**src/rtl/core/paired_sample_statistics_defines.svh**
```systemverilog
// Assertion helpers shared by the RTL of the paired statistics block.
`ifndef PAIRED_SAMPLE_STATISTICS_DEFINES_SVH
`define PAIRED_SAMPLE_STATISTICS_DEFINES_SVH

// Property checked on every clock edge outside reset.
`define PSS_ASSERT(name, prop, msg) \
    name: assert property (@(posedge aclk) disable iff (!aresetn) (prop)) else $error(msg);

// Property checked on every clock edge, reset included.
`define PSS_ASSERT_ALWAYS(name, prop, msg) \
    name: assert property (@(posedge aclk) (prop)) else $error(msg);

`endif

```
**src/rtl/core/pss_pkg.sv**
```systemverilog
`timescale 1ns / 1ps
`default_nettype none
package pss_pkg;

    // Field and accumulator widths
    localparam int SMP_W   = 24;
    localparam int CNT_W   = 13;
    localparam int SX_W    = 37;
    localparam int SXX_W   = 59;
    localparam int SXY_W   = 60;
    localparam int PROD_W  = 2 * SMP_W;

    localparam int MEAN_W  = 24;
    localparam int PV_W    = 35;
    localparam int SV_W    = 36;
    localparam int STD_W   = 24;
    localparam int COV_W   = 37;
    localparam int CORR_W  = 17;
    localparam int STAT_W  = 2;
    localparam int R_W     = 16;

    // Arithmetic unit widths
    localparam int MUL_A_W = 60;
    localparam int MUL_B_W = 37;
    localparam int RES_W   = 97;
    localparam int OPND_W  = 88;
    localparam int SQ_IN_W = 72;
    localparam int SQ_RT_W = 36;
    localparam int SQ_RM_W = SQ_RT_W + 2;
    localparam int ITER_W  = 7;

    // Intermediate widths
    localparam int DX_W    = 72;
    localparam int CM_W    = 73;
    localparam int CW      = 75;
    localparam int CORR_SH = 15;

    // Snapshot queue
    localparam int QDEPTH  = 4;
    localparam int PTR_W   = 2;
    localparam int LVL_W   = 3;

    localparam logic [R_W-1:0] CORR_ONE = 16'h8000;

    // Status codes
    localparam logic [STAT_W-1:0] STAT_OK   = 2'd0;
    localparam logic [STAT_W-1:0] STAT_FEW  = 2'd1;
    localparam logic [STAT_W-1:0] STAT_ZVAR = 2'd2;
    localparam logic [STAT_W-1:0] STAT_DROP = 2'd3;

    typedef struct packed {
        logic [CNT_W-1:0]        n;
        logic signed [SX_W-1:0]  sx;
        logic signed [SX_W-1:0]  sy;
        logic [SXX_W-1:0]        sxx;
        logic [SXX_W-1:0]        syy;
        logic signed [SXY_W-1:0] sxy;
        logic                    ovf;
    } snap_t;

    typedef enum logic [1:0] {
        OP_MUL,
        OP_DIV,
        OP_SQRT
    } op_kind_t;

    typedef struct packed {
        logic     start;
        op_kind_t kind;
    } alu_cmd_t;

    typedef struct packed {
        logic busy;
        logic done;
    } alu_stat_t;

    // Back-end operation sequence
    typedef enum logic [4:0] {
        ST_NSXX, ST_SX2, ST_NSYY, ST_SY2, ST_NSXY, ST_SXSY, ST_NN, ST_NN1,
        ST_MX, ST_MY, ST_PV, ST_PSD, ST_SVX, ST_SSX, ST_SVY, ST_SSY,
        ST_CQ, ST_RDX, ST_RDY, ST_DEN, ST_R
    } step_t;

endpackage
`default_nettype wire

```
**src/rtl/core/pss_alu.sv**
```systemverilog
`timescale 1ns / 1ps
`default_nettype none
`include "paired_sample_statistics_defines.svh"
module pss_alu (
    input  wire                         aclk,
    input  wire                         aresetn,
    input  pss_pkg::alu_cmd_t           cmd,
    input  wire  [pss_pkg::OPND_W-1:0]  opa,
    input  wire  [pss_pkg::OPND_W-1:0]  opb,
    output logic [pss_pkg::RES_W-1:0]   res,
    output pss_pkg::alu_stat_t          stat
);
    import pss_pkg::*;

    typedef enum logic [3:0] {
        A_IDLE = 4'b0001,
        A_MUL  = 4'b0010,
        A_DIV  = 4'b0100,
        A_SQRT = 4'b1000
    } alu_state_t;

    alu_state_t             state_reg;
    logic [ITER_W-1:0]      cnt_reg;
    logic                   done_reg;
    op_kind_t               kind_reg;

    // shift-add multiplier
    logic [MUL_A_W-1:0]     ma_reg;
    logic [MUL_B_W-1:0]     mb_reg;
    logic [RES_W-1:0]       acc_reg, acc_next;
    // restoring divider
    logic [OPND_W-1:0]      num_reg, den_reg, drem_reg, drem_next;
    logic [OPND_W:0]        drem_s;
    logic                   dge;
    // digit-by-digit square root
    logic [SQ_IN_W-1:0]     rad_reg;
    logic [SQ_RM_W-1:0]     srem_reg, srem_next;
    logic [SQ_RT_W-1:0]     root_reg;
    logic [SQ_RM_W+1:0]     srem_s, trial;
    logic                   sge;
    logic                   last_iter;

    assign last_iter = cnt_reg == ITER_W'(1);

    // One step of each unit
    always_comb begin
        acc_next  = {acc_reg[RES_W-2:0], 1'b0}
                  + (mb_reg[MUL_B_W-1] ? {{(RES_W-MUL_A_W){1'b0}}, ma_reg} : '0);
        drem_s    = {drem_reg, num_reg[OPND_W-1]};
        dge       = drem_s >= {1'b0, den_reg};
        drem_next = dge ? OPND_W'(drem_s - {1'b0, den_reg}) : drem_s[OPND_W-1:0];
        srem_s    = {srem_reg, rad_reg[SQ_IN_W-1 -: 2]};
        trial     = {2'b00, root_reg, 2'b01};
        sge       = srem_s >= trial;
        srem_next = sge ? SQ_RM_W'(srem_s - trial) : srem_s[SQ_RM_W-1:0];
    end

    always_ff @(posedge aclk) begin
        if (!aresetn) begin
            state_reg <= A_IDLE;
            done_reg  <= 1'b0;
            cnt_reg   <= '0;
        end else begin
            done_reg <= 1'b0;
            unique case (state_reg)
                A_IDLE: begin
                    if (cmd.start) begin
                        case (cmd.kind)
                            OP_MUL: begin
                                state_reg <= A_MUL;
                                cnt_reg   <= ITER_W'(MUL_B_W);
                            end
                            OP_DIV: begin
                                state_reg <= A_DIV;
                                cnt_reg   <= ITER_W'(OPND_W);
                            end
                            OP_SQRT: begin
                                state_reg <= A_SQRT;
                                cnt_reg   <= ITER_W'(SQ_RT_W);
                            end
                            default: begin
                                done_reg <= 1'b1;
                            end
                        endcase
                    end
                end
                A_MUL, A_DIV, A_SQRT: begin
                    cnt_reg <= cnt_reg - 1'b1;
                    if (last_iter) begin
                        state_reg <= A_IDLE;
                        done_reg  <= 1'b1;
                    end
                end
                default: begin
                    state_reg <= A_IDLE;
                end
            endcase
        end
    end

    // Datapath registers
    always_ff @(posedge aclk) begin
        if (state_reg == A_IDLE && cmd.start) begin
            kind_reg <= cmd.kind;
            ma_reg   <= opa[MUL_A_W-1:0];
            mb_reg   <= opb[MUL_B_W-1:0];
            acc_reg  <= '0;
            num_reg  <= opa;
            den_reg  <= opb;
            drem_reg <= '0;
            rad_reg  <= opa[SQ_IN_W-1:0];
            srem_reg <= '0;
            root_reg <= '0;
        end else begin
            if (state_reg == A_MUL) begin
                acc_reg <= acc_next;
                mb_reg  <= {mb_reg[MUL_B_W-2:0], 1'b0};
            end
            if (state_reg == A_DIV) begin
                drem_reg <= drem_next;
                num_reg  <= {num_reg[OPND_W-2:0], dge};
            end
            if (state_reg == A_SQRT) begin
                srem_reg <= srem_next;
                rad_reg  <= {rad_reg[SQ_IN_W-3:0], 2'b00};
                root_reg <= {root_reg[SQ_RT_W-2:0], sge};
            end
        end
    end

    always_comb begin
        case (kind_reg)
            OP_MUL:  res = acc_reg;
            OP_DIV:  res = {{(RES_W-OPND_W){1'b0}}, num_reg};
            OP_SQRT: res = {{(RES_W-SQ_RT_W){1'b0}}, root_reg};
            default: res = '0;
        endcase
    end

    assign stat.busy = state_reg != A_IDLE;
    assign stat.done = done_reg;

    `PSS_ASSERT(a_alu_start_idle, cmd.start |-> state_reg == A_IDLE, "unit started while busy")
    `PSS_ASSERT(a_alu_done_pulse, done_reg |=> !done_reg, "done held longer than one cycle")

endmodule
`default_nettype wire

```
**config.mk**
```make
export PLATFORM = sky130hd
export DESIGN_NAME = pss_alu
export DESIGN_NICKNAME = d
export VERILOG_FILES = /design/src/rtl/core/pss_pkg.sv /design/src/rtl/core/pss_alu.sv
export VERILOG_INCLUDE_DIRS = /design/src /design/src/rtl/core
export SDC_FILE = /design/constraint.sdc
export NUM_CORES = 2
export LEC_CHECK = 0
export BUFFER_PORTS_ARGS = -buffer_cell sky130_fd_sc_hd__buf_2
export CAP_MARGIN = 30
export CORE_UTILIZATION = 45
export CTS_CLUSTER_SIZE = 16
export DETAILED_ROUTE_END_ITERATION = 10
export GPL_ROUTABILITY_DRIVEN = 0
export PLACE_DENSITY = 0.67
export SETUP_SLACK_MARGIN = 0.5
export SKIP_LAST_GASP = 1
export SLEW_MARGIN = 10
export SYNTH_ARGS = -nofsm -noshare
export SYNTH_HDL_FRONTEND = slang
export SYNTH_SLANG_ARGS = --single-unit
```
**constraint.sdc**
```tcl
create_clock -name aclk -period 9.4 [get_ports aclk]
set_clock_uncertainty 0.2 [all_clocks]
set_input_delay 0.94 -clock aclk [delete_from_list [all_inputs] [get_ports aclk]]
set_output_delay 0.94 -clock aclk [all_outputs]
set_load 0.01 [all_outputs]
```
* After elaboration in Yosys (flattened, before gate mapping)
Index checks and enable logic that the tools add are counted.
** Storage, ports and cells
- Bits of input ports :: 181
- Register bits after elaboration :: 618
- Output and inout bits :: 99
- Word-level logic and storage cells :: 64
** Operators by class
- Reductions and logical operators :: 11
- Muxes and demuxes :: 21
- Eq/ne operators :: 13
- Magnitude comparators :: 2
- Add/sub/neg operators :: 4
** Operators by type and width (count)
- 97-bit one-hot mux with 3 select lines :: 1
- 88-bit 2-to-1 mux :: 3
- 72-bit 2-to-1 mux :: 2
- 97-bit by 60-bit adder with 97-bit output :: 1
- 89-bit by 88-bit >= comparator with 1-bit output :: 1
- 88-bit subtractor :: 1
- 37-bit 2-to-1 mux :: 2
- 60-bit 2-to-1 mux :: 1
- 40-bit by 38-bit >= comparator with 1-bit output :: 1
- 38-bit 2-to-1 mux :: 1
- 38-bit subtractor :: 1
- 7-bit one-hot mux with 3 select lines :: 1
- 7-bit one-hot mux with 2 select lines :: 1
- 4-bit one-hot mux with 3 select lines :: 1
- 4-bit 2-to-1 mux :: 2
- 4-bit by 1-bit inequality test with 1-bit output (second input constant) :: 2
- 4-bit one-hot mux with 2 select lines :: 1
- 2-bit nonzero test :: 4
- 7-bit by 1-bit == test with 1-bit output (second input constant) :: 1
- 7-bit 2-to-1 mux :: 1
- 7-bit by 1-bit subtractor with 7-bit output (second input constant) :: 1
- 3-bit AND reduction :: 2
- 3-bit OR reduction :: 2
- 2-bit by 1-bit == test with 1-bit output (second input constant) :: 2
- other kinds (10) :: 15

* Logic depth before layout (Yosys ltp)
- Word-level depth :: 5
- Gate-level depth with buffers :: 18
- Mapped depth without buffers :: 15

* Worst setup path after synthesis
Ideal clock, no wire load.
- Kind :: register to register
- From :: register state_reg[3]
- To :: register den_reg[0] (enable)
- Clock period less this slack :: 6.844 ns
- Library setup time :: 0.572 ns
- Data arrival time :: 6.072 ns
- Required time :: 8.628 ns
- Cell stages (with the launch flop) :: 7
- Slack :: 2.556 ns
- Path buffers :: 3
- Path through :: dfxtp_1 -> clkbuf_1 -> nor4b_1 -> nand2_1 -> inv_2 -> clkbuf_1 -> buf_1
** On the way
- Word-level cells in the longest chain between the ends :: 2
** RTL lines
- start: declaration :: line pss_alu.sv:22 : alu_state_t state_reg;
- start signal: assignment :: line pss_alu.sv:60 : state_reg <= A_IDLE;
- start signal: assignment :: line pss_alu.sv:70 : state_reg <= A_MUL;
- start signal: assignment :: line pss_alu.sv:74 : state_reg <= A_DIV;
- 4-bit by 1-bit == test with 1-bit output :: line pss_alu.sv:103 : if (state_reg == A_IDLE && cmd.start) begin
- 1-bit logical AND :: line pss_alu.sv:103
- end signal: assignment :: line pss_alu.sv:109 : den_reg <= opb;
- end: declaration :: line pss_alu.sv:32 : logic [OPND_W-1:0] num_reg, den_reg, drem_reg, drem_next;
Every way passes these cells.
A chain may end at the register's enable or synchronous reset.

* Final worst setup path
- From :: register den_reg[4]
- To :: register drem_reg[25]
** On the way
- Word-level cells in the longest chain between the ends :: 2
- Elaborated cells between the ends (all ways) :: 3
- Those cells by class :: add/sub (1); order compare (1); mux (1)
** RTL lines
- 88-bit subtractor / 89-bit by 88-bit >= comparator with 1-bit output (equally long branches) :: line pss_alu.sv:51, pss_alu.sv:50
- 88-bit 2-to-1 mux * :: line pss_alu.sv:51 : drem_next = dge ? OPND_W'(drem_s - {1'b0, den_reg}) : drem_s[OPND_W-1:0];
- end signal: assignment :: line pss_alu.sv:120 : drem_reg <= drem_next;
- end: declaration :: line pss_alu.sv:32
Every way passes the cells marked *; elsewhere a longest branch is shown, timed or not.

==> impl_metrics.toml <==
[outcome]
outcome = "finished, final reports clean"

[logic_synthesis]
synth_edf_count = 347
async_flop_share_pct = 0
synth.area.top_cells = "edfxtp_1, dfxtp_1, nand2_1"
syn_area_um2 = 36100
yosysSeqAreaShare_pct = 43.8
ys_ff_latch = 618
dominantRegCellSynth = "edfxtp_1"
syn_avg_cell_area_um2 = 8.69
syn_nets = 4537
yosysWarnings = 0
yosysTopAreaCellShare_pct = 28.8
synth_cell_types = 80
synth_largest_area_cell = "edfxtp_1"
synth_cells = 4162

[worst_hold_path]
hold_path_depth = 2
min_to = "drem_reg[41]"
hold_class = "flip-flop to flip-flop"
hp-start = "drem_reg[41]"

[global_route]
grt_use_total_pct = 23.8
antenna_found_initial = 7
grt_pass1_vias = 28718
gr-max-usage-layer = "met2"
met1_usage_pct = 32.1
overflow = 0
met3_usage_pct = 3.16
grt_first_pass_wirelength_um = 156000
grt_max_degree = 190
grt_util_met2_pct = 39.7

[final_layout]
regArea_um2 = 15800
synthToLayoutAreaGrowth_pct = 12.7
fin_util_pct = 51.4
multi_input_area_um2 = 18700
largest_reg_flops = 97
drive_gt1_share_pct = 10.4
final_common_cell = "nand2_1"
layout_common_cells = "nand2_1, edfxtp_1, a21oi_1"
n_fill_cell = 7411
final_nets = 4684
design_area_um2 = 40700

[clocking]
worstSkewPairLatency_ns = 0.64
hold_buffers = 0
tritoncts = "done"
ctsRootBufferMaster = "clkbuf_16"
post_cts_buffers = 0
cts_buffer_depth = 3
cts.sinks = 618
ctsResizeCount = 0
clkTransAtPathRegs_ns = 0.06
cts_buffers = 70
htreeDepth = 3

[detailed_routing]
viasPerCell = 5.59
final_antenna_net_count = 0
vias = 30322
drc = 0
routedWlPerCell_um = 18.3
drt-total-wl_um = 99100
first_iter_violations = 2298
drt_pass1_iterations = 6

[setup_path]
cp.arrival_ns = 5.39
r2r_slack_ns = 4.31
crit_fanout = 92
worstSetupPathType = "flip-flop to flip-flop"
reg2reg_from = "den_reg[4]"
crit_path_end_kind = "flip-flop"
cp-start-kind = "flip-flop"
cp.required_ns = 9.70
r2r_cells = 15
r2r_end = "drem_reg[25]"

[power_and_ir_drop]
p_per_area_nw_per_um2 = 211
power.total_mw = 8.60
vdd_drop_max_mv = 0.120
p_leak_nw = 17.6

[floorplan]
die_area_um2 = 81500
die_h_um = 285
fp.dieW_um = 285
ioPinCount = 280
rows = 103
placeableCoreArea_um2 = 79300
initial_core_util_pct = 45.6

[place]
dpl_cell_area_um2 = 38300
place_hpwl_um = 70100
port_buffers = 279

[timing]
period_needed_ns = 5.09
relSlewSlack_pct = 34.1
slew_viol_final = 0
tns_ns = 0
setup_viol = 0
period_share_pct = 54.1
rsz0062_at_grt = "no"
whs_ns = 0.272
tightest_slew_ns = 0.988
fmax_mhz = 197
finalHoldViolations = 0

[flow_run]
maxCapViolCount = 0
layout make-up:
cell class / instances / share of cell area, %
clock buffers: 92 / 4.68
flip-flops and latches: 618 / 38.9
inverters: 182 / 1.70
diodes: 3 / 0.0184
multi-input cells: 3125 / 46.0
well taps: 1050 / 3.22
repair buffers: 312 / 4.30
clock inverters: 38 / 1.18
Yosys cell counts, drive strengths merged (36+ instances only):
cell type  number
mux2i         102
xor2           77
dfxtp         271
ha            192
a21o          112
clkbuf        209
nand4          53
edfxtp        347
nor2          190
and2           82
a21oi         325
xnor2         128
nand2         913
nor3           42
and3           36
o21ai         364
a22o           67
nand3         100
inv           182
per-layer routing:
metal / routed length, um / vias to the layer above / share of wire, %
met5: 34 / - / 0.034
met4: 2790 / 6 / 2.8
met3: 5700 / 166 / 5.7
met2: 46800 / 909 / 47
met1: 43800 / 14233 / 44
li1: - / 15008 / -
where the power goes:
part,internal (mW),switching (mW)
registers,3.36,0.177
logic,0.735,1.46
clock network,1.69,1.18
total,5.79,2.81
cell families (layout without fill, tap and decap cells):
kind of cell             count (synthesis)  in the layout  synth area share, %
multiplexers                           103            103                 2.86
buffers and inverters                  419            624                 4.49
adder cells (fa/ha/maj)                194            194                 6.76
flip-flops                             618            618                 43.8
AO/OA/AOI/OAI                         1107           1107                 18.8
other                                    0              3                    0
AND/OR/NAND/NOR                       1516           1516                 18.3
XOR/XNOR                               205            205                 4.97
through the flow:
step / cells / setup slack, ns
6_report: 5420 / 4.31
5_1_grt: 5418 / 3.90
4_1_cts: 5414 / 4.32
3_5_place_dp: 5284 / 4.37
3_3_place_gp: 5280 / 4.45
2_1_floorplan: 4162 / 2.56
how the worst max path moves through the flow:
stage	start	to	slack, ns	cells past startpoint
6_report	den_reg[4]	drem_reg[25]	4.31	15
5_1_grt	mb_reg[36]	acc_reg[89]	3.90	16
4_1_cts	den_reg[4]	drem_reg[25]	4.32	15
3_5_place_dp	mb_reg[36]	acc_reg[89]	4.37	16
3_3_place_gp	den_reg[4]	drem_reg[31]	4.45	15
2_1_floorplan	state_reg[3]	den_reg[0]	2.56	6
critical path: stages (launching register included):
cell,delay [ns]
edfxtp_1,0.32
inv_1,0.04
ha_1,0.36
a21o_1,0.20
a31o_2,0.23
o21ai_0,0.39
nand3_1,0.15
a21oi_1,0.55
o41ai_4,0.19
a21oi_2,0.35
o31ai_4,0.14
a21oi_4,0.17
buf_4,0.44
buf_4,0.76
o21ai_0,0.24
a22o_1,0.24
Note: power is estimated with default switching activity, not from simulation.
