`src/rtl/core/paired_sample_statistics_defines.svh`:
```
// Assertion helpers shared by the RTL of the paired statistics block.
`ifndef PAIRED_SAMPLE_STATISTICS_DEFINES_SVH
`define PAIRED_SAMPLE_STATISTICS_DEFINES_SVH

// Property checked on every clock edge outside reset.
`define PSS_ASSERT(name, prop, msg) \
    name: assert property (@(posedge aclk) disable iff (!aresetn) (prop)) else $error(msg);

// Property checked on every clock edge, reset included.
`define PSS_ASSERT_ALWAYS(name, prop, msg) \
    name: assert property (@(posedge aclk) (prop)) else $error(msg);

`endif

```
`src/rtl/core/pss_pkg.sv`:
```
`timescale 1ns / 1ps
`default_nettype none
package pss_pkg;

    // Field and accumulator widths
    localparam int SMP_W   = 24;
    localparam int CNT_W   = 13;
    localparam int SX_W    = 37;
    localparam int SXX_W   = 59;
    localparam int SXY_W   = 60;
    localparam int PROD_W  = 2 * SMP_W;

    localparam int MEAN_W  = 24;
    localparam int PV_W    = 35;
    localparam int SV_W    = 36;
    localparam int STD_W   = 24;
    localparam int COV_W   = 37;
    localparam int CORR_W  = 17;
    localparam int STAT_W  = 2;
    localparam int R_W     = 16;

    // Arithmetic unit widths
    localparam int MUL_A_W = 60;
    localparam int MUL_B_W = 37;
    localparam int RES_W   = 97;
    localparam int OPND_W  = 88;
    localparam int SQ_IN_W = 72;
    localparam int SQ_RT_W = 36;
    localparam int SQ_RM_W = SQ_RT_W + 2;
    localparam int ITER_W  = 7;

    // Intermediate widths
    localparam int DX_W    = 72;
    localparam int CM_W    = 73;
    localparam int CW      = 75;
    localparam int CORR_SH = 15;

    // Snapshot queue
    localparam int QDEPTH  = 4;
    localparam int PTR_W   = 2;
    localparam int LVL_W   = 3;

    localparam logic [R_W-1:0] CORR_ONE = 16'h8000;

    // Status codes
    localparam logic [STAT_W-1:0] STAT_OK   = 2'd0;
    localparam logic [STAT_W-1:0] STAT_FEW  = 2'd1;
    localparam logic [STAT_W-1:0] STAT_ZVAR = 2'd2;
    localparam logic [STAT_W-1:0] STAT_DROP = 2'd3;

    typedef struct packed {
        logic [CNT_W-1:0]        n;
        logic signed [SX_W-1:0]  sx;
        logic signed [SX_W-1:0]  sy;
        logic [SXX_W-1:0]        sxx;
        logic [SXX_W-1:0]        syy;
        logic signed [SXY_W-1:0] sxy;
        logic                    ovf;
    } snap_t;

    typedef enum logic [1:0] {
        OP_MUL,
        OP_DIV,
        OP_SQRT
    } op_kind_t;

    typedef struct packed {
        logic     start;
        op_kind_t kind;
    } alu_cmd_t;

    typedef struct packed {
        logic busy;
        logic done;
    } alu_stat_t;

    // Back-end operation sequence
    typedef enum logic [4:0] {
        ST_NSXX, ST_SX2, ST_NSYY, ST_SY2, ST_NSXY, ST_SXSY, ST_NN, ST_NN1,
        ST_MX, ST_MY, ST_PV, ST_PSD, ST_SVX, ST_SSX, ST_SVY, ST_SSY,
        ST_CQ, ST_RDX, ST_RDY, ST_DEN, ST_R
    } step_t;

endpackage
`default_nettype wire

```
`src/rtl/core/pss_fifo.sv`:
```
`timescale 1ns / 1ps
`default_nettype none
`include "paired_sample_statistics_defines.svh"
module pss_fifo (
    input  wire                         aclk,
    input  wire                         aresetn,
    input  wire                         push,
    input  pss_pkg::snap_t              push_data,
    input  wire                         pop,
    output pss_pkg::snap_t              pop_data,
    output logic                        empty,
    output logic [pss_pkg::LVL_W-1:0]   level
);
    import pss_pkg::*;

    snap_t              mem [QDEPTH];
    logic [PTR_W-1:0]   wr_reg, rd_reg;
    logic [LVL_W-1:0]   level_reg;
    logic               full;

    assign full     = level_reg == LVL_W'(QDEPTH);
    assign empty    = level_reg == '0;
    assign level    = level_reg;
    assign pop_data = mem[rd_reg];

    // Storage
    always_ff @(posedge aclk) begin
        if (push) begin
            mem[wr_reg] <= push_data;
        end
    end

    // Pointers and fill level
    always_ff @(posedge aclk) begin
        if (!aresetn) begin
            wr_reg    <= '0;
            rd_reg    <= '0;
            level_reg <= '0;
        end else begin
            if (push) begin
                wr_reg <= (wr_reg == PTR_W'(QDEPTH - 1)) ? '0 : wr_reg + 1'b1;
            end
            if (pop) begin
                rd_reg <= (rd_reg == PTR_W'(QDEPTH - 1)) ? '0 : rd_reg + 1'b1;
            end
            if (push && !pop) begin
                level_reg <= level_reg + 1'b1;
            end else if (pop && !push) begin
                level_reg <= level_reg - 1'b1;
            end
        end
    end

    `PSS_ASSERT(a_fifo_no_overrun, !(push && full), "snapshot queue overrun")
    `PSS_ASSERT(a_fifo_no_underrun, !(pop && empty), "snapshot queue underrun")

endmodule
`default_nettype wire

```
`config.mk`:
```
export PLATFORM = sky130hd
export DESIGN_NAME = pss_fifo
export DESIGN_NICKNAME = d
export VERILOG_FILES = /design/src/rtl/core/pss_pkg.sv /design/src/rtl/core/pss_fifo.sv
export VERILOG_INCLUDE_DIRS = /design/src /design/src/rtl/core
export SDC_FILE = /design/constraint.sdc
export NUM_CORES = 1
export LEC_CHECK = 0
export BUFFER_PORTS_ARGS = -buffer_cell sky130_fd_sc_hd__buf_2
export CAP_MARGIN = 20
export CORE_MARGIN = 3
export CORE_UTILIZATION = 45
export CTS_BUF_LIST = sky130_fd_sc_hd__clkbuf_4 sky130_fd_sc_hd__clkbuf_8 sky130_fd_sc_hd__clkbuf_16
export DETAILED_ROUTE_END_ITERATION = 12
export GPL_ROUTABILITY_DRIVEN = 0
export PLACE_DENSITY = 0.72
export SLEW_MARGIN = 15
export SYNTH_ARGS = -nofsm -noshare
export SYNTH_HDL_FRONTEND = slang
export SYNTH_SLANG_ARGS = --single-unit
```
`constraint.sdc`:
```
create_clock -name aclk -period 12 [get_ports aclk]
set_input_delay 1.2 -clock aclk [delete_from_list [all_inputs] [get_ports aclk]]
set_output_delay 1.2 -clock aclk [all_outputs]
set_load 0.005 [all_outputs]
```
Word level (Yosys, flattened, before mapping)
Memory sizes are Yosys's and may differ from the RTL's. A register that Yosys moved wholly into a read port is not among the register bits.
Index checks and enable logic that the tools add are counted.
- flip-flop bits (word level): 7
- word-level logic and storage cells: 24
- RAM bits: 1064
- input port bits: 270
- output and inout port bits: 270
- memories kept: 1
- add/sub/neg operators: 4
- multiplexer cells: 8
- equality and inequality tests: 2
- reduce and logical (&&, ||, !) cells: 6
- memory list (name ; depth ; width ; read ports ; clocked after Yosys merged registers in ; write ports ; RTL line ; RTL):
    mem ; 4 ; 266 ; 1 ; 1 ; 1 ; pss_fifo.sv:16 ; snap_t mem [QDEPTH];
- operators by type and width (operator ; count):
    two-way mux 2 bit ; 4
    two-way mux 3 bit ; 2
    adder 2 x 1 -> 2 bit (second input constant) ; 2
    equality test 2 bit (second input constant) ; 2
    adder 3 x 1 -> 3 bit (second input constant) ; 1
    zero test 3 bit ; 1
    subtractor 3 x 1 -> 3 bit (second input constant) ; 1
    logical AND 1 bit ; 2
    zero test 1 bit ; 2
    two-way mux 1 bit ; 2
    nonzero test 2 bit ; 1

Longest topological paths before layout
Gate-level depths: netlist of the first run.
- depth after elaboration: 4
- depth in mapped cells: 7
- gate-level depth less buffers: 7

Worst setup path after synthesis of the first run
No wires, ideal clock.
- path kind: in2reg
- start point: input push
- end point: memory mem[0][0] in the netlist's numbering (enable)
- setup time: 660 ps
- path buffers: 0
- slack: 4132 ps
- stages on the path: 1
- arrival time: 7209 ps
- data required time: 11340 ps
- cells stage by stage: and2_1
- cells in the longest elaborated chain, start to end: 2
- ends and longest elaborated chain (what ; RTL line ; RTL):
    start: declaration ; pss_fifo.sv:7 ; input wire push,
    two-way mux 1 bit ; pss_fifo.sv:28 ; if (push) begin
    two-way mux 1 bit (not written as such) ; pss_fifo.sv:29 ; mem[wr_reg] <= push_data;
    end: declaration ; pss_fifo.sv:16 ;
No other way between the ends.

==> flow_summary_export.csv, run 1 <==
group,metric,value,unit
run_status,outcome,"finished, final reports clean",
yosys,avgSynthCellArea,27.2,sq um
power_and_ir_drop,ir_worst_vdd,0.000171,V
worst_setup_path,crit_path_cell_trace,"buf_4 -> buf_12 -> mux4_2 -> buf_2",
floorplanning,initial_utilization,45.6,%
sta,rsz0062_at_grt,"false",
power_and_ir_drop,p_seq_share,52.5,%
run,max_cap_violations,0,
clocking,insertion_delay,0.66,ns
power_and_ir_drop,leakagePower,0.0154,uW
yosys,syn_inst,1433,
yosys,synth_area_leader_cell,"edfxtp_1",
sta,tns,0,ns
detailed_routing,drt_pass1_iterations,5,
final_layout,layout-drive-gt1-share,47.1,%
global_route,grt_use_total,17.8,%
global_route,grt_pass1_vias,18737,
worst_setup_path,path_class,"reg2out",
place,portBuffers,539,
detailed_routing,dr_total_vias,17546,
clocking,postCtsHoldBufs,0,
power_and_ir_drop,combPwrFrac,7.6,%
global_route,grt_overflow_total,0,
worst_setup_path,cp-start-kind,"register",
sta,max_slew_margin,11.4,%
worst_hold_path,whs_path_depth,2,
final_layout,fin_nets,2311,
sta,tightest_slew,1.33,ns
final_layout,fill_cells,6416,
floorplanning,ios,540,
worst_setup_path,crit_fanout,102,
yosys,ys_seq_area_share,82.6,%
final_layout,final_util,54.3,%
floorplanning,row_count,107,
final_layout,regArea,0.0321,sq mm
power_and_ir_drop,p_int,6580,uW
clocking,ctsResizeCount,0,
sta,maxSlewViolCount,0,
clocking,cts_tree,"built",
worst_setup_path,crit_slowest_cell,"buf_4",
detailed_routing,detail_route.iter0.violations,1285,
power_and_ir_drop,switching_share,20.7,%
floorplanning,dieArea,0.0900,sq mm
yosys,netlist_area,0.0389,sq mm
sta,fmax,0.196,GHz
worst_setup_path,crit_arrival,3.91,ns
global_route,grt_max_degree,150,
yosys,synth_nets,1710,
floorplanning,fp.dieH,300,microns
yosys,synthTopCellsByArea,"edfxtp_1 82%, mux4_2 15%, dfxtp_1 0.46%, buf_6 0.46%, buf_8 0.42%",
clocking,root_buffer,"clkbuf_16",
final_layout,final_cell_mix,"1064 x edfxtp_1, 539 x buf_2, 266 x mux4_2, 106 x clkbuf_16",
yosys,synth_warnings,0,
power_and_ir_drop,p_clk_share,40.0,%
power_and_ir_drop,power-per-cell-area,179,mW/mm^2
yosys,synth_cell_type_count,23,
worst_hold_path,hp-class,"reg2reg",
worst_setup_path,cp_top_family,"buffers and inverters",
worst_setup_path,cp.required,10.80,ns
worst_setup_path,crit_cells,4,
detailed_routing,wl_per_cell,24.3,microns
yosys,synth_seq_cells,1073,
clocking,clkTransAtPathRegs,0.06,ns
detailed_routing,via_per_inst,5.33,
worst_setup_path,max_stage_delay,0.86,ns
final_layout,multi_input_area,0.00626,sq mm
clocking,clockBufferDepth,3,
clocking,clock-sinks,1073,
floorplanning,core_area,0.0854,sq mm
sta,clock_skew,0.0217,ns
worst_setup_path,crit_buf_inv,3,
floorplanning,die_x,300,microns
detailed_routing,drc,0,
detailed_routing,antenna_left,0,
yosys,yosysTopAreaCellShare,82.1,%
detailed_routing,finalWirelength,80.0,mm
sta,period_share,42.6,%
final_layout,largest_register_ffs,1064,
global_route,grt_pass1_wl,120,mm
clocking,cts_setup_buffers,0,
power_and_ir_drop,p_sw,1710,uW
clocking,cts_made_buffers,105,
final_layout,syn_to_final_growth,19.1,%
sta,fin_crit,5.11,ns
place,dp_hpwl,48.5,mm
worst_setup_path,reg2reg_depth,3,
worst_setup_path,end_kind,"output pin",
final_layout,fin_cells,3289,
final_layout,final_common_cell,"edfxtp_1",
global_route,antenna_found_initial,31,
clocking,htreeDepth,3,
sta,hold_viol,0,
sta,setup_viol,0,
place,dpl.cell_count,3070,
## tightest hold or removal path, cell delays in order, from the launching register on
cell	delay (ns)
dfxtp_1	0.33
mux2i_1	0.14
nor2b_1	0.06
## cell usage after synthesis, drive strengths merged
cell	n
o21a	1
nor2b	5
xor2	1
dfxtp	9
or3	1
and2	5
mux4	266
nor2	1
nor3	2
inv	4
o21ai	1
mux2i	4
edfxtp	1064
xnor2	1
ha	6
fa	1
clkbuf	4
a21boi	1
buf	56
## stage by stage
| step | hold slack (ns) | power, uW | setup slack [ns] | instance area (sq um) |
|---|---|---|---|---|
| 6_report | 0.575 | 8290 | 6.89 | 46400 |
| 5_1_grt | 0.629 | 8590 | 6.45 | 46300 |
| 4_1_cts | 0.580 | 8390 | 6.64 | 46300 |
| 3_5_place_dp | 0.570 | 5070 | 7.40 | 42700 |
| 3_3_place_gp | 0.539 | 5050 | 7.44 | 42700 |
| 2_1_floorplan | 0.493 | 4800 | 4.13 | 38900 |
## cell type report
type | count | area share, %
antenna | 23 | 0.124
clock buffer | 127 | 6.10
clock inverter | 68 | 1.56
inverter | 4 | 0.0324
multi-input combinational | 296 | 13.5
sequential | 1073 | 69.3
tap | 1144 | 3.09
timing repair buffer | 554 | 6.27
## power by group through the flow
stage	Sequential (uW)	Combinational, uW	Clock (uW)
finish	4350	627	3310
floorplan	4450	349	0
global route	4360	677	3550
CTS	4350	643	3390
detailed placement	4430	640	0
global placement	4420	628	0
## cell families (layout without fill, tap and decap cells)
group                    Yosys count  count (layout)  synth area share (%)
flip-flops                      1073            1073                  82.6
multiplexers                     270             270                  15.5
buffers and inverters             64             753                  1.39
AND/OR/NAND/NOR                   14              14                 0.212
adder cells (fa/ha/maj)            7               7                 0.244
AO/OA/AOI/OAI                      3               3                0.0514
XOR/XNOR                           2               2                0.0450
other                              0              23                     0
## final timing paths
check / start / to / slack (ns)
worst min-delay path: wr_reg[1] / wr_reg[1] / 0.57
worst max-delay path: register / pop_data[15] / 6.89
worst min register to register: wr_reg[1] / wr_reg[1] / 0.57
worst max register to register: wr_reg[0] / mem[3][6] / 9.19
## layer usage
| metal | vias up | global-route usage [%] | routed length [microns] |
|---|---|---|---|
| met5 | - | 0 | 85 |
| met4 | 12 | 8.04 | 3140 |
| met3 | 151 | 5.06 | 5500 |
| met2 | 588 | 29.7 | 41900 |
| met1 | 9307 | 21.6 | 29400 |
| li1 | 7488 | - | - |
Note: power is estimated with default switching activity, not from simulation.
==> run 2: changes to the inputs <==
- clock period: 12 -> 5.21 ns (I/O delays scaled with it)
==> run 2 against run 1 <==
Against the previous run:
- final cell count grew 0.52%
- power grew 130%
- sequential share of layout area shrank 0.28 points
- die area is the same
- clock-buffer cell count grew 3
- critical path depth shrank 1
- clock power grew 130%
- sequential cell count is the same
- critical endpoint is now pop_data[149]
- highest routed layer unchanged
==> flow_summary_export.csv, run 2 (synthesis results as in run 1) <==
group,metric,value,unit
floorplanning,fp.dieH,300,microns
clocking,root_buffer,"clkbuf_16",
worst_setup_path,end_kind,"output pin",
worst_setup_path,max_stage_delay,1.01,ns
sta,max_slew_margin,32.4,%
sta,tightest_slew,1.01,ns
global_route,grt_use_total,17.7,%
worst_setup_path,cp.required,4.69,ns
run,max_cap_violations,0,
detailed_routing,wl_per_cell,24.1,microns
global_route,grt_pass1_wl,120,mm
worst_setup_path,crit_cells,3,
clocking,htreeDepth,3,
worst_setup_path,crit_path_cell_trace,"buf_4 -> mux4_2 -> buf_2",
worst_setup_path,reg2reg_depth,4,
sta,maxSlewViolCount,0,
floorplanning,ios,540,
worst_setup_path,path_class,"reg2out",
floorplanning,core_area,0.0854,sq mm
sta,rsz0062_at_grt,"false",
floorplanning,die_x,300,microns
final_layout,fill_cells,6438,
clocking,clkTransAtPathRegs,0.06,ns
floorplanning,dieArea,0.0900,sq mm
global_route,grt_pass1_vias,18690,
final_layout,multi_input_area,0.00626,sq mm
sta,fmax,0.283,GHz
final_layout,regArea,0.0321,sq mm
sta,setup_viol,0,
clocking,cts_setup_buffers,0,
power_and_ir_drop,leakagePower,0.0155,uW
clocking,insertion_delay,0.66,ns
worst_setup_path,crit_buf_inv,2,
clocking,ctsResizeCount,0,
detailed_routing,via_per_inst,5.26,
final_layout,largest_register_ffs,1064,
global_route,grt_overflow_total,0,
worst_setup_path,crit_fanout,44,
place,dp_hpwl,49.2,mm
floorplanning,initial_utilization,45.6,%
clocking,cts_made_buffers,107,
worst_setup_path,cp-start-kind,"register",
clocking,clock-sinks,1073,
worst_setup_path,regToRegSetupSlack,2.81,ns
global_route,grt_max_degree,102,
final_layout,layout-drive-gt1-share,47.3,%
detailed_routing,antenna_left,0,
worst_setup_path,crit_arrival,3.02,ns
sta,fin_crit,3.54,ns
final_layout,fin_nets,2322,
sta,hold_slack,0.0672,ns
global_route,antenna_found_initial,35,
detailed_routing,detail_route.iter0.violations,1270,
clocking,postCtsHoldBufs,0,
sta,tns,0,ns
detailed_routing,finalWirelength,79.6,mm
place,portBuffers,539,
final_layout,syn_to_final_growth,19.6,%
clocking,clockBufferDepth,3,
final_layout,final_cell_mix,"1064 x edfxtp_1, 539 x buf_2, 266 x mux4_2, 107 x clkbuf_16, 24 x clkinv_1",
detailed_routing,drt_pass1_iterations,7,
sta,period_share,67.9,%
run_status,outcome,"finished, final reports clean",
detailed_routing,dr_total_vias,17376,
worst_hold_path,hp-class,"in2reg",
detailed_routing,drc,0,
floorplanning,row_count,107,
power_and_ir_drop,power-per-cell-area,408,mW/mm^2
worst_setup_path,cp_top_family,"flip-flops",
sta,hold_viol,0,
worst_setup_path,crit_slowest_cell,"dfxtp_4",
power_and_ir_drop,ir_worst_vdd,0.000297,V
final_layout,final_common_cell,"edfxtp_1",
sta,clock_skew,0.0351,ns
clocking,cts_tree,"built",
worst_hold_path,whs_path_depth,1,
[run 2: report_power, final]
group	total (uW)	switching (uW)	internal [uW]
Combinational	1460	772	692
Clock	7530	3150	4380
Sequential	10000	111	9900
Total	19000	4030	15000
[run 2: layout make-up]
| cell class | count | area share, % |
|---|---|---|
| sequential | 1073 | 69.1 |
| inverter | 4 | 0.0323 |
| clock inverter | 70 | 1.50 |
| timing repair buffer | 563 | 6.64 |
| multi-input combinational | 296 | 13.4 |
| antenna | 26 | 0.140 |
| clock buffer | 130 | 6.12 |
| tap | 1144 | 3.08 |
[run 2: final timing paths]
check / end / from
max: pop_data[149] / register
min: mem[3][98] / push_data[98]
max reg2reg: mem[2][214] / wr_reg[0]
min reg2reg: register / rd_reg[1]
[run 2: per-stage QoR]
stage                     instance area (sq um)  instances  worst slack [ns]  total power [uW]  utilization, %
final                                     46500       3306              1.67             19000            54.5
after global routing                      46500       3298              1.37             19700            54.5
after CTS                                 46500       3280              1.47             19300            54.4
after detailed placement                  42900       3080              2.20             11700            50.3
after global placement                    42900       3080              2.25             11600            50.3
after floorplan                           38900       1433             0.963             11000               -
[run 2: per-layer routing]
layer	GRT usage [%]	vias to the layer above	part of all wire, %
met2	30.0	539	53
li1	-	7515	-
met4	8.53	20	3.7
met5	0	-	0.16
met3	5.16	169	7.2
met1	20.8	9133	36
