File: src/rtl/core/paired_sample_statistics_defines.svh
// Assertion helpers shared by the RTL of the paired statistics block.
`ifndef PAIRED_SAMPLE_STATISTICS_DEFINES_SVH
`define PAIRED_SAMPLE_STATISTICS_DEFINES_SVH

// Property checked on every clock edge outside reset.
`define PSS_ASSERT(name, prop, msg) \
    name: assert property (@(posedge aclk) disable iff (!aresetn) (prop)) else $error(msg);

// Property checked on every clock edge, reset included.
`define PSS_ASSERT_ALWAYS(name, prop, msg) \
    name: assert property (@(posedge aclk) (prop)) else $error(msg);

`endif

File: src/rtl/core/pss_pkg.sv
`timescale 1ns / 1ps
`default_nettype none
package pss_pkg;

    // Field and accumulator widths
    localparam int SMP_W   = 24;
    localparam int CNT_W   = 13;
    localparam int SX_W    = 37;
    localparam int SXX_W   = 59;
    localparam int SXY_W   = 60;
    localparam int PROD_W  = 2 * SMP_W;

    localparam int MEAN_W  = 24;
    localparam int PV_W    = 35;
    localparam int SV_W    = 36;
    localparam int STD_W   = 24;
    localparam int COV_W   = 37;
    localparam int CORR_W  = 17;
    localparam int STAT_W  = 2;
    localparam int R_W     = 16;

    // Arithmetic unit widths
    localparam int MUL_A_W = 60;
    localparam int MUL_B_W = 37;
    localparam int RES_W   = 97;
    localparam int OPND_W  = 88;
    localparam int SQ_IN_W = 72;
    localparam int SQ_RT_W = 36;
    localparam int SQ_RM_W = SQ_RT_W + 2;
    localparam int ITER_W  = 7;

    // Intermediate widths
    localparam int DX_W    = 72;
    localparam int CM_W    = 73;
    localparam int CW      = 75;
    localparam int CORR_SH = 15;

    // Snapshot queue
    localparam int QDEPTH  = 4;
    localparam int PTR_W   = 2;
    localparam int LVL_W   = 3;

    localparam logic [R_W-1:0] CORR_ONE = 16'h8000;

    // Status codes
    localparam logic [STAT_W-1:0] STAT_OK   = 2'd0;
    localparam logic [STAT_W-1:0] STAT_FEW  = 2'd1;
    localparam logic [STAT_W-1:0] STAT_ZVAR = 2'd2;
    localparam logic [STAT_W-1:0] STAT_DROP = 2'd3;

    typedef struct packed {
        logic [CNT_W-1:0]        n;
        logic signed [SX_W-1:0]  sx;
        logic signed [SX_W-1:0]  sy;
        logic [SXX_W-1:0]        sxx;
        logic [SXX_W-1:0]        syy;
        logic signed [SXY_W-1:0] sxy;
        logic                    ovf;
    } snap_t;

    typedef enum logic [1:0] {
        OP_MUL,
        OP_DIV,
        OP_SQRT
    } op_kind_t;

    typedef struct packed {
        logic     start;
        op_kind_t kind;
    } alu_cmd_t;

    typedef struct packed {
        logic busy;
        logic done;
    } alu_stat_t;

    // Back-end operation sequence
    typedef enum logic [4:0] {
        ST_NSXX, ST_SX2, ST_NSYY, ST_SY2, ST_NSXY, ST_SXSY, ST_NN, ST_NN1,
        ST_MX, ST_MY, ST_PV, ST_PSD, ST_SVX, ST_SSX, ST_SVY, ST_SSY,
        ST_CQ, ST_RDX, ST_RDY, ST_DEN, ST_R
    } step_t;

endpackage
`default_nettype wire

File: src/rtl/core/pss_back.sv
`timescale 1ns / 1ps
`default_nettype none
`include "paired_sample_statistics_defines.svh"
module pss_back #(
    parameter int FRAC_BITS = 12
) (
    input  wire                         aclk,
    input  wire                         aresetn,
    input  wire                         q_empty,
    input  pss_pkg::snap_t              q_data,
    output logic                        q_pop,
    output pss_pkg::alu_cmd_t           cmd,
    output logic [pss_pkg::OPND_W-1:0]  opa,
    output logic [pss_pkg::OPND_W-1:0]  opb,
    input  wire  [pss_pkg::RES_W-1:0]   res,
    input  pss_pkg::alu_stat_t          stat,
    output logic                        m_tvalid,
    input  wire                         m_tready,
    output logic [287:0]                m_tdata,
    output logic [1:0]                  m_tuser
);
    import pss_pkg::*;

    typedef enum logic [3:0] {
        B_IDLE  = 4'b0001,
        B_ISSUE = 4'b0010,
        B_WAIT  = 4'b0100,
        B_OUT   = 4'b1000
    } back_state_t;

    back_state_t            state_reg;
    step_t                  step_reg;
    snap_t                  snap_reg;

    logic [RES_W-1:0]       tmp_reg;
    logic [DX_W-1:0]        dx_reg, dy_reg, den_reg;
    logic [CM_W-1:0]        cm_reg;
    logic                   cneg_reg;
    logic [OPND_W-1:0]      pd_reg, sd_reg;
    logic [MEAN_W-1:0]      mx_reg, my_reg;
    logic [PV_W-1:0]        pv_reg;
    logic [SV_W-1:0]        svx_reg, svy_reg, cq_reg;
    logic [STD_W-1:0]       psd_reg, ssx_reg, ssy_reg;
    logic [SQ_RT_W-1:0]     rdx_reg, rdy_reg;
    logic [R_W-1:0]         r_reg;

    logic [SX_W-1:0]        ax, ay;
    logic [SXY_W-1:0]       axy;
    logic signed [CW-1:0]   t1, t2, cval;
    logic [CW-1:0]          cmag;
    logic [STD_W-1:0]       root_sat;
    logic [SV_W-1:0]        sv_sat;

    // Operand magnitudes
    always_comb begin
        ax  = snap_reg.sx[SX_W-1]   ? SX_W'(-snap_reg.sx)   : snap_reg.sx;
        ay  = snap_reg.sy[SX_W-1]   ? SX_W'(-snap_reg.sy)   : snap_reg.sy;
        axy = snap_reg.sxy[SXY_W-1] ? SXY_W'(-snap_reg.sxy) : snap_reg.sxy;
    end

    // Operation decode
    always_comb begin
        cmd.start = state_reg == B_ISSUE;
        cmd.kind  = OP_MUL;
        opa       = '0;
        opb       = '0;
        unique case (step_reg)
            ST_NSXX: begin
                opa = OPND_W'(snap_reg.sxx);
                opb = OPND_W'(snap_reg.n);
            end
            ST_SX2: begin
                opa = OPND_W'(ax);
                opb = OPND_W'(ax);
            end
            ST_NSYY: begin
                opa = OPND_W'(snap_reg.syy);
                opb = OPND_W'(snap_reg.n);
            end
            ST_SY2: begin
                opa = OPND_W'(ay);
                opb = OPND_W'(ay);
            end
            ST_NSXY: begin
                opa = OPND_W'(axy);
                opb = OPND_W'(snap_reg.n);
            end
            ST_SXSY: begin
                opa = OPND_W'(ax);
                opb = OPND_W'(ay);
            end
            ST_NN: begin
                opa = OPND_W'(snap_reg.n);
                opb = OPND_W'(snap_reg.n);
            end
            ST_NN1: begin
                opa = OPND_W'(snap_reg.n);
                opb = OPND_W'(CNT_W'(snap_reg.n - 1'b1));
            end
            ST_MX: begin
                cmd.kind = OP_DIV;
                opa      = OPND_W'(ax);
                opb      = OPND_W'(snap_reg.n);
            end
            ST_MY: begin
                cmd.kind = OP_DIV;
                opa      = OPND_W'(ay);
                opb      = OPND_W'(snap_reg.n);
            end
            ST_PV: begin
                cmd.kind = OP_DIV;
                opa      = OPND_W'(dx_reg);
                opb      = pd_reg;
            end
            ST_PSD: begin
                cmd.kind = OP_SQRT;
                opa      = OPND_W'(pv_reg) << FRAC_BITS;
            end
            ST_SVX: begin
                cmd.kind = OP_DIV;
                opa      = OPND_W'(dx_reg);
                opb      = sd_reg;
            end
            ST_SSX: begin
                cmd.kind = OP_SQRT;
                opa      = OPND_W'(svx_reg) << FRAC_BITS;
            end
            ST_SVY: begin
                cmd.kind = OP_DIV;
                opa      = OPND_W'(dy_reg);
                opb      = sd_reg;
            end
            ST_SSY: begin
                cmd.kind = OP_SQRT;
                opa      = OPND_W'(svy_reg) << FRAC_BITS;
            end
            ST_CQ: begin
                cmd.kind = OP_DIV;
                opa      = OPND_W'(cm_reg);
                opb      = sd_reg;
            end
            ST_RDX: begin
                cmd.kind = OP_SQRT;
                opa      = OPND_W'(dx_reg);
            end
            ST_RDY: begin
                cmd.kind = OP_SQRT;
                opa      = OPND_W'(dy_reg);
            end
            ST_DEN: begin
                opa = OPND_W'(rdx_reg);
                opb = OPND_W'(rdy_reg);
            end
            ST_R: begin
                cmd.kind = OP_DIV;
                opa      = OPND_W'(cm_reg) << CORR_SH;
                opb      = OPND_W'(den_reg);
            end
            default: begin
                cmd.kind = OP_MUL;
            end
        endcase
    end

    // Cross term and saturation helpers on the unit result
    always_comb begin
        t1       = snap_reg.sxy[SXY_W-1] ? -$signed(tmp_reg[CW-1:0]) : $signed(tmp_reg[CW-1:0]);
        t2       = (snap_reg.sx[SX_W-1] ^ snap_reg.sy[SX_W-1])
                 ? -$signed(res[CW-1:0]) : $signed(res[CW-1:0]);
        cval     = t1 - t2;
        cmag     = cval[CW-1] ? CW'(-cval) : cval;
        root_sat = (|res[RES_W-1:STD_W]) ? '1 : res[STD_W-1:0];
        sv_sat   = (|res[RES_W-1:SV_W]) ? '1 : res[SV_W-1:0];
    end

    assign q_pop = state_reg == B_IDLE && !q_empty;

    // Sequencer
    always_ff @(posedge aclk) begin
        if (!aresetn) begin
            state_reg <= B_IDLE;
            step_reg  <= ST_NSXX;
        end else begin
            unique case (state_reg)
                B_IDLE: begin
                    if (!q_empty) begin
                        state_reg <= B_ISSUE;
                        step_reg  <= ST_NSXX;
                    end
                end
                B_ISSUE: begin
                    state_reg <= B_WAIT;
                end
                B_WAIT: begin
                    if (stat.done) begin
                        if (step_reg == ST_R) begin
                            state_reg <= B_OUT;
                        end else begin
                            state_reg <= B_ISSUE;
                            step_reg  <= step_t'(step_reg + 5'd1);
                        end
                    end
                end
                B_OUT: begin
                    if (m_tready) begin
                        state_reg <= B_IDLE;
                    end
                end
                default: begin
                    state_reg <= B_IDLE;
                end
            endcase
        end
    end

    // Result capture
    always_ff @(posedge aclk) begin
        if (q_pop) begin
            snap_reg <= q_data;
        end
        if (state_reg == B_WAIT && stat.done) begin
            case (step_reg)
                ST_NSXX, ST_NSYY, ST_NSXY: tmp_reg <= res;
                ST_SX2:  dx_reg  <= tmp_reg[DX_W-1:0] - res[DX_W-1:0];
                ST_SY2:  dy_reg  <= tmp_reg[DX_W-1:0] - res[DX_W-1:0];
                ST_SXSY: begin
                    cneg_reg <= cval[CW-1];
                    cm_reg   <= cmag[CM_W-1:0];
                end
                ST_NN:   pd_reg  <= OPND_W'(res[OPND_W-1:0]) << FRAC_BITS;
                ST_NN1:  sd_reg  <= OPND_W'(res[OPND_W-1:0]) << FRAC_BITS;
                ST_MX:   mx_reg  <= res[MEAN_W-1:0];
                ST_MY:   my_reg  <= res[MEAN_W-1:0];
                ST_PV:   pv_reg  <= (|res[RES_W-1:PV_W]) ? '1 : res[PV_W-1:0];
                ST_PSD:  psd_reg <= root_sat;
                ST_SVX:  svx_reg <= sv_sat;
                ST_SSX:  ssx_reg <= root_sat;
                ST_SVY:  svy_reg <= sv_sat;
                ST_SSY:  ssy_reg <= root_sat;
                ST_CQ:   cq_reg  <= sv_sat;
                ST_RDX:  rdx_reg <= res[SQ_RT_W-1:0];
                ST_RDY:  rdy_reg <= res[SQ_RT_W-1:0];
                ST_DEN:  den_reg <= res[DX_W-1:0];
                ST_R: begin
                    r_reg <= ((|res[RES_W-1:R_W]) || res[R_W-1:0] > CORR_ONE)
                           ? CORR_ONE : res[R_W-1:0];
                end
                default: begin
                    tmp_reg <= tmp_reg;
                end
            endcase
        end
    end

    // Output assembly from the held results
    logic                       n0, few, zvar;
    logic [MEAN_W-1:0]          o_mx, o_my;
    logic [PV_W-1:0]            o_pv;
    logic [STD_W-1:0]           o_psd, o_ssx, o_ssy;
    logic [SV_W-1:0]            o_svx, o_svy;
    logic [COV_W-1:0]           o_cov;
    logic [CORR_W-1:0]          o_corr;
    logic [STAT_W-1:0]          o_stat;

    always_comb begin
        n0     = snap_reg.n == '0;
        few    = snap_reg.n < CNT_W'(2);
        zvar   = dx_reg == '0 || dy_reg == '0;
        o_mx   = n0 ? '0 : (snap_reg.sx[SX_W-1] ? MEAN_W'(-mx_reg) : mx_reg);
        o_my   = n0 ? '0 : (snap_reg.sy[SX_W-1] ? MEAN_W'(-my_reg) : my_reg);
        o_pv   = n0 ? '0 : pv_reg;
        o_psd  = n0 ? '0 : psd_reg;
        o_svx  = few ? '0 : svx_reg;
        o_ssx  = few ? '0 : ssx_reg;
        o_svy  = few ? '0 : svy_reg;
        o_ssy  = few ? '0 : ssy_reg;
        o_cov  = few ? '0 : (cneg_reg ? COV_W'(-{1'b0, cq_reg}) : {1'b0, cq_reg});
        o_corr = (few || zvar) ? '0
               : (cneg_reg ? CORR_W'(-{1'b0, r_reg}) : {1'b0, r_reg});
        if (snap_reg.ovf) begin
            o_stat = STAT_DROP;
        end else if (few) begin
            o_stat = STAT_FEW;
        end else if (zvar) begin
            o_stat = STAT_ZVAR;
        end else begin
            o_stat = STAT_OK;
        end
    end

    assign m_tvalid = state_reg == B_OUT;
    assign m_tdata  = {7'b0, o_corr, o_cov, o_ssy, o_svy, o_ssx, o_psd,
                       o_svx, o_pv, o_my, o_mx};
    assign m_tuser  = o_stat;

    `PSS_ASSERT(a_back_done_in_wait, stat.done |-> state_reg == B_WAIT, "unit done outside wait")

endmodule
`default_nettype wire

File: config.mk
export PLATFORM = sky130hd
export DESIGN_NAME = pss_back
export DESIGN_NICKNAME = d
export VERILOG_FILES = /design/src/rtl/core/pss_pkg.sv /design/src/rtl/core/pss_back.sv
export VERILOG_INCLUDE_DIRS = /design/src /design/src/rtl/core
export SDC_FILE = /design/constraint.sdc
export NUM_CORES = 2
export LEC_CHECK = 0
export ABC_AREA = 1
export BUFFER_PORTS_ARGS = -buffer_cell sky130_fd_sc_hd__buf_2
export CAP_MARGIN = 20
export CELL_PAD_IN_SITES_DETAIL_PLACEMENT = 1
export CELL_PAD_IN_SITES_GLOBAL_PLACEMENT = 1
export CORE_ASPECT_RATIO = 1.4
export CORE_MARGIN = 8
export CORE_UTILIZATION = 48
export CTS_CLUSTER_DIAMETER = 80
export DETAILED_ROUTE_END_ITERATION = 8
export MAX_ROUTING_LAYER = met4
export PLACE_DENSITY_LB_ADDON = 0.15
export SLEW_MARGIN = 10
export SYNTH_ARGS = -nofsm -noshare
export SYNTH_HDL_FRONTEND = slang
export SYNTH_SLANG_ARGS = --single-unit
File: constraint.sdc
create_clock -name aclk -period 33.4 [get_ports aclk]
set_clock_uncertainty 0.05 [all_clocks]
set_input_delay 1.67 -clock aclk [delete_from_list [all_inputs] [get_ports aclk]]
set_output_delay 1.67 -clock aclk [all_outputs]
set_load 0.005 [all_outputs]
After elaboration in Yosys (flattened, before gate mapping)
Cells that the tools add are included.
- RAM bits: 0
- memories: 0
- input bits: 369
- bits in latches: 0
- ROM bits: 0
- bits in registers: 1143
- multipliers: 0
- eq/ne operators: 28
- order comparisons: 2
- shift-type cells: 0
- bitwise operators: 1
- $add $sub $neg: 14
- multiplexer cells: 37
- reduce and logical (&&, ||, !) cells: 47
- div/mod/pow operators: 0
- operator list (kind ; number):
    88-bit case mux with 14 select lines ; 1
    88-bit case mux with 8 select lines ; 1
    24-bit two-way mux ; 8
    75-bit two-way mux ; 2
    75-bit negator ; 2
    37-bit two-way mux ; 4
    72-bit zero test ; 2
    36-bit two-way mux ; 3
    81-bit OR reduction ; 1
    75-bit subtractor ; 1
    37-bit negator ; 2
    73-bit two-way mux ; 1
    73-bit negator ; 1
    73-bit OR reduction ; 1
    72-bit subtractor ; 1
    62-bit OR reduction ; 1
    61-bit OR reduction ; 1
    60-bit two-way mux ; 1
    60-bit negator ; 1
    24-bit negator ; 2
    5-bit by 4-bit equality test with 1-bit output, second input constant ; 8
    2-bit AND reduction ; 19
    36-bit negator with 37-bit output ; 1
    35-bit two-way mux ; 1
    other kinds (36) ; 63

Logic depth before layout (Yosys ltp)
- word-level depth: 5
- depth in mapped cells: 38

Worst setup path before layout
No wires, ideal clock.
- path kind: input port to output port
- start: input port q_empty
- end: output port q_pop
- setup slack: 19026 ps
- cell stages on the path: 1
- arrival time: 12654 ps
- path through: nor2_1
- longest elaborated chain between the ends: 2
- RTL lines (element ; RTL line ; RTL):
    from (decl) ; pss_back.sv:9 ; input wire q_empty,
    1-bit zero test ; - ;
    1-bit logical AND ; pss_back.sv:176 ; assign q_pop = state_reg == B_IDLE && !q_empty;
    to (decl) ; pss_back.sv:11 ; output logic q_pop,
Every way passes these cells.

Worst setup path in the final report
- start: input port res[1] in the netlist's numbering
- end: register cm_reg[71] (data pin)
- longest elaborated chain between the ends: 5
- RTL lines (element ; RTL line ; RTL):
    from (decl) ; pss_back.sv:15 ; input wire [pss_pkg::RES_W-1:0] res,
    75-bit negator ; pss_back.sv:169 ; ? -$signed(res[CW-1:0]) : $signed(res[CW-1:0]);
    75-bit two-way mux * ; pss_back.sv:169 ;
    75-bit subtractor * ; pss_back.sv:170 ; cval = t1 - t2;
    73-bit negator ; pss_back.sv:171 ; cmag = cval[CW-1] ? CW'(-cval) : cval;
    73-bit two-way mux * ; pss_back.sv:171 ;
    named net cmag[71] ; pss_back.sv:50 ; logic [CW-1:0] cmag;
    to (signal assigned) ; pss_back.sv:228 ; cm_reg <= cmag[CM_W-1:0];
    to (decl) ; pss_back.sv:37 ; logic [CM_W-1:0] cm_reg;
Mark *: on every way through the listed nets, which the timed path passes. The rest lies on a longest branch.
A chain may end at the register's enable or synchronous reset.

==> impl_results.md <==
* Crit path launch type: input port
* Sequential area share after synthesis at 50.2%
* Total grt overflow at 0
* RSZ-0062 raised after global routing: no
* Clock network power share at 29.0%
* Port-buffer cells at 831
* Hold Slack at 527 ps
* NumNets Final at 9323
* Worst Setup SP: res[1]
* Internal at 2.91 mW
* Max-slew violations at 3
* DR iter-0 viols at 8613
* Mapped cell area at 68200 µm²
* Seq. cell area at 34200 µm²
* Worst-case clock buffer depth at 3
* Area grow syn2layout at 15.9%
* Placer Congestion at 1.09
* Initial antenna violation count at 32
* Crit path top cell by count: nand2_1
* Crit path max-delay family: simple AND/OR/NAND/NOR gates
* R2r startpoint: snap_reg[252]$_DFFE_PP_
* Initial Utilization at 48.4%
* Setup bufs post-CTS at 0
* DIE AREA at 155000 µm²
* Syn Inst Count at 7941
* Kind of critical path: in2reg
* Max Cap Violations at 1
* Clk slew on worst S/H paths at 70 ps
* Synth cell types at 74
* Worst VDD drop at 0.0818 mV
* Clk sinks at 1143
* Avg WL per Cell at 35.0 µm
* Yosys warns at 0
* TritonCTS Buffers at 117
* Average size of a mapped cell at 8.59 µm²
* Worst Hold Launch: step_reg[0]$_SDFFE_PN0P_
* Setup Viol. Count Final at 0
* Asr flop ratio synth at 0%
* Post-synth top flop: edfxtp_1
* Io pins at 840
* TritonCTS clock tree: yes
* Share of cells above drive strength 1 at 15.1%
* Leakage Power at 33.4 nW
* Achievable Freq at 114 MHz
* Type of the worst min-delay path: reg2reg
* FF+latch count, synth at 1143
* Register share of total power at 34.8%
* Largest register FFs at 266
* Post-CTS Resized at 0
* Via count at 68400
* Run status: finished with violations
* Failing checks: max-capacitance violations, max-slew violations
* EDFF count, synth at 1134
* Fillers at 16800
* Share of the clock period used by the worst path at 26.2%
* Hold path cells at 2
* Largest net degree at the start of global routing at 150
* Vias in the first global route at 69000
* Final hold vios at 0
* Post-DP HPWL at 299000 µm
* CTS hold repair buffers at 0
* Slew headroom at -7.30%
* Clock Tree Root: clkbuf_16
* CP Capture Type: register
* CP max stage delay at 910 ps
* Final Power at 4.95 mW
* Reg2reg end: cm_reg[50]$_DFFE_PP_
* Req. time, crit path at 33920 ps
* Hold EP: step_reg[0]$_SDFFE_PN0P_
* Height of the die at 462 µm
* Reg2Reg Setup Slack at 25630 ps
* Fin Setup TNS at 0 ps
* Multi-input gate area at 29000 µm²
* CP Max Fanout at 10
* Core area at 141000 µm²
* Final ANT Viol Nets at 0
* Switching pwr at 2.03 mW
* DRC Markers at 0
* Pre-antenna DRT Iters at 9
* Post-DR vias/cell at 6.33
* Arr. time, crit path at 9280 ps
* First-pass GRT wire length at 519000 µm
* # H-tree levels at 3
* Die Width at 335 µm
* CP max-delay cell: nor4_1
* Slew of the pin with the lowest slew margin at 1610 ps
* FF-to-FF path depth at 29
* Clk Latency, worst-skew pair at 830 ps
* Combinational Power Share at 36.3%
* Final WL at 379000 µm
* Period minus WS final at 8760 ps
* Row Count at 163
* Buf+Inv Stages, Crit Path at 4
* Switch share at 41.1%
* PD cells at 62.6 nW/µm²
* Global Route Usage Sum at 48.6%
[power groups by stage]
| stage | Combinational, mW | Clock [mW] | Sequential [mW] |
|---|---|---|---|
| 2_1_floorplan | 0.892 | 0 | 1.74 |
| 3_3_place_gp | 1.65 | 0 | 1.74 |
| 3_5_place_dp | 1.69 | 0 | 1.74 |
| 4_1_cts | 1.70 | 1.42 | 1.72 |
| 5_1_grt | 1.85 | 1.47 | 1.72 |
| 6_report | 1.80 | 1.43 | 1.72 |
[cells in the final DEF, fill, tap and decap left out, types with 19 or more instances in the layout]
master / Yosys / final
nand2_2: 41 / 42
o211ai_1: 31 / 31
inv_1: 1144 / 1141
a21oi_1: 327 / 327
nor2_1: 1070 / 1047
inv_2: 21 / 26
o22ai_1: 41 / 41
nand3_1: 336 / 336
nor2_4: 10 / 27
xor2_1: 281 / 281
and3_1: 24 / 24
a31oi_1: 60 / 60
nor4_1: 115 / 114
xnor2_1: 94 / 94
buf_4: 8 / 88
nand3b_1: 31 / 31
bufinv_16: 0 / 19
nand4_1: 122 / 122
o21bai_1: 21 / 21
nor2_2: 34 / 40
nor3_1: 177 / 169
nand2_1: 1747 / 1746
o2111ai_1: 31 / 31
diode_2: 0 / 34
a22oi_1: 56 / 56
buf_2: 9 / 831
o21ai_0: 210 / 208
clkinv_2: 1 / 25
edfxtp_1: 1134 / 1134
ha_1: 161 / 161
a22o_1: 51 / 51
clkbuf_16: 0 / 117
clkinv_1: 12 / 28
a221oi_1: 142 / 135
nor3_2: 17 / 25
[layout make-up]
class	instances	share of cell area, %
Sequential cell	1143	43.3
Multi-Input combinational cell	5422	36.6
Timing Repair Buffer	929	6.29
Inverter	1178	5.60
Clock buffer	131	3.77
Tap cell	1897	3.00
Clock inverter	87	1.31
Antenna cell	34	0.108
[how the worst max path moves through the flow]
stage	to	slack, ps	cells past startpoint
CTS	cm_reg[71]$_DFFE_PP_	24890	28
finish	cm_reg[71]$_DFFE_PP_	24640	28
global placement	cm_reg[71]$_DFFE_PP_	24140	28
detailed placement	cm_reg[71]$_DFFE_PP_	24070	28
floorplan	q_pop	19030	1
global route	cm_reg[50]$_DFFE_PP_	24620	29
[cell usage after synthesis, types with 6 or more instances]
master     number  area, µm²
a21oi_1       327       1640
or2_2          13       81.3
o22ai_1        41        257
a31oi_1        60        375
nor4_1        115        719
a21o_1         18        135
nand2_2        41        257
o21ai_1        16       80.1
buf_2           9       45.0
nor2_2         34        213
clkinv_1       12       45.0
buf_4           8       60.1
xnor2_1        94        823
or4_1           6       45.0
xor2_1        281       2460
nand3_2        17        170
nand4_1       122        763
inv_1        1144       4290
o21a_1         15        113
clkbuf_1      162        608
nand2_1      1747       6560
ha_1          161       2010
a22o_1         51        447
inv_2          21       78.8
nor2_1       1070       4020
nand3b_1       31        233
o21ai_0       210       1050
nor3_1        177        886
o211ai_1       31        233
a21boi_0        7       52.6
nand3_1       336       1680
nor2_4         10        113
a211oi_1       11       82.6
a22oi_1        56        420
o31ai_1        15        113
o2111ai_1      31        272
nor3_2         17        170
nor3b_1        13       97.6
edfxtp_1     1134      34100
and3_1         24        150
buf_1          20       75.1
dfxtp_1         9        180
o21bai_1       21        158
a221oi_1      142       1240
[metrics by stage]
stage                     utilization [%]  worst slack, ps  cells  instance area [µm²]
after floorplan                         -            19030   7947                68200
after global placement               53.0            24140  10600                74700
after detailed placement             53.1            24070  10600                74800
after CTS                            55.9            24890  10800                78800
after global routing                 56.1            24620  10800                79100
final                                56.1            24640  10800                79100
[layer usage]
layer / vias up / wire (µm) / track usage, %
met2: 5153 / 174000 / 76.5
met3: 1764 / 38600 / 12.7
met5: - / 0 / -
met4: 0 / 50000 / 49.9
met1: 32900 / 116000 / 47.5
li1: 28600 / - / -
[cell families after synthesis]
group           share of synthesized area, %
compound gates                          10.2
fa+ha+maj                               3.01
simple gates                            24.0
other cells                          0.00550
buf+inv                                 7.72
xor+xnor                                4.84
flops                                   50.2
[worst min-delay path, cell delays in order (launching register included)]
cell	delay, ps
dfxtp_1	370
nand2_1	100
a21oi_1	60
Note: power is estimated with default switching activity, not from simulation.
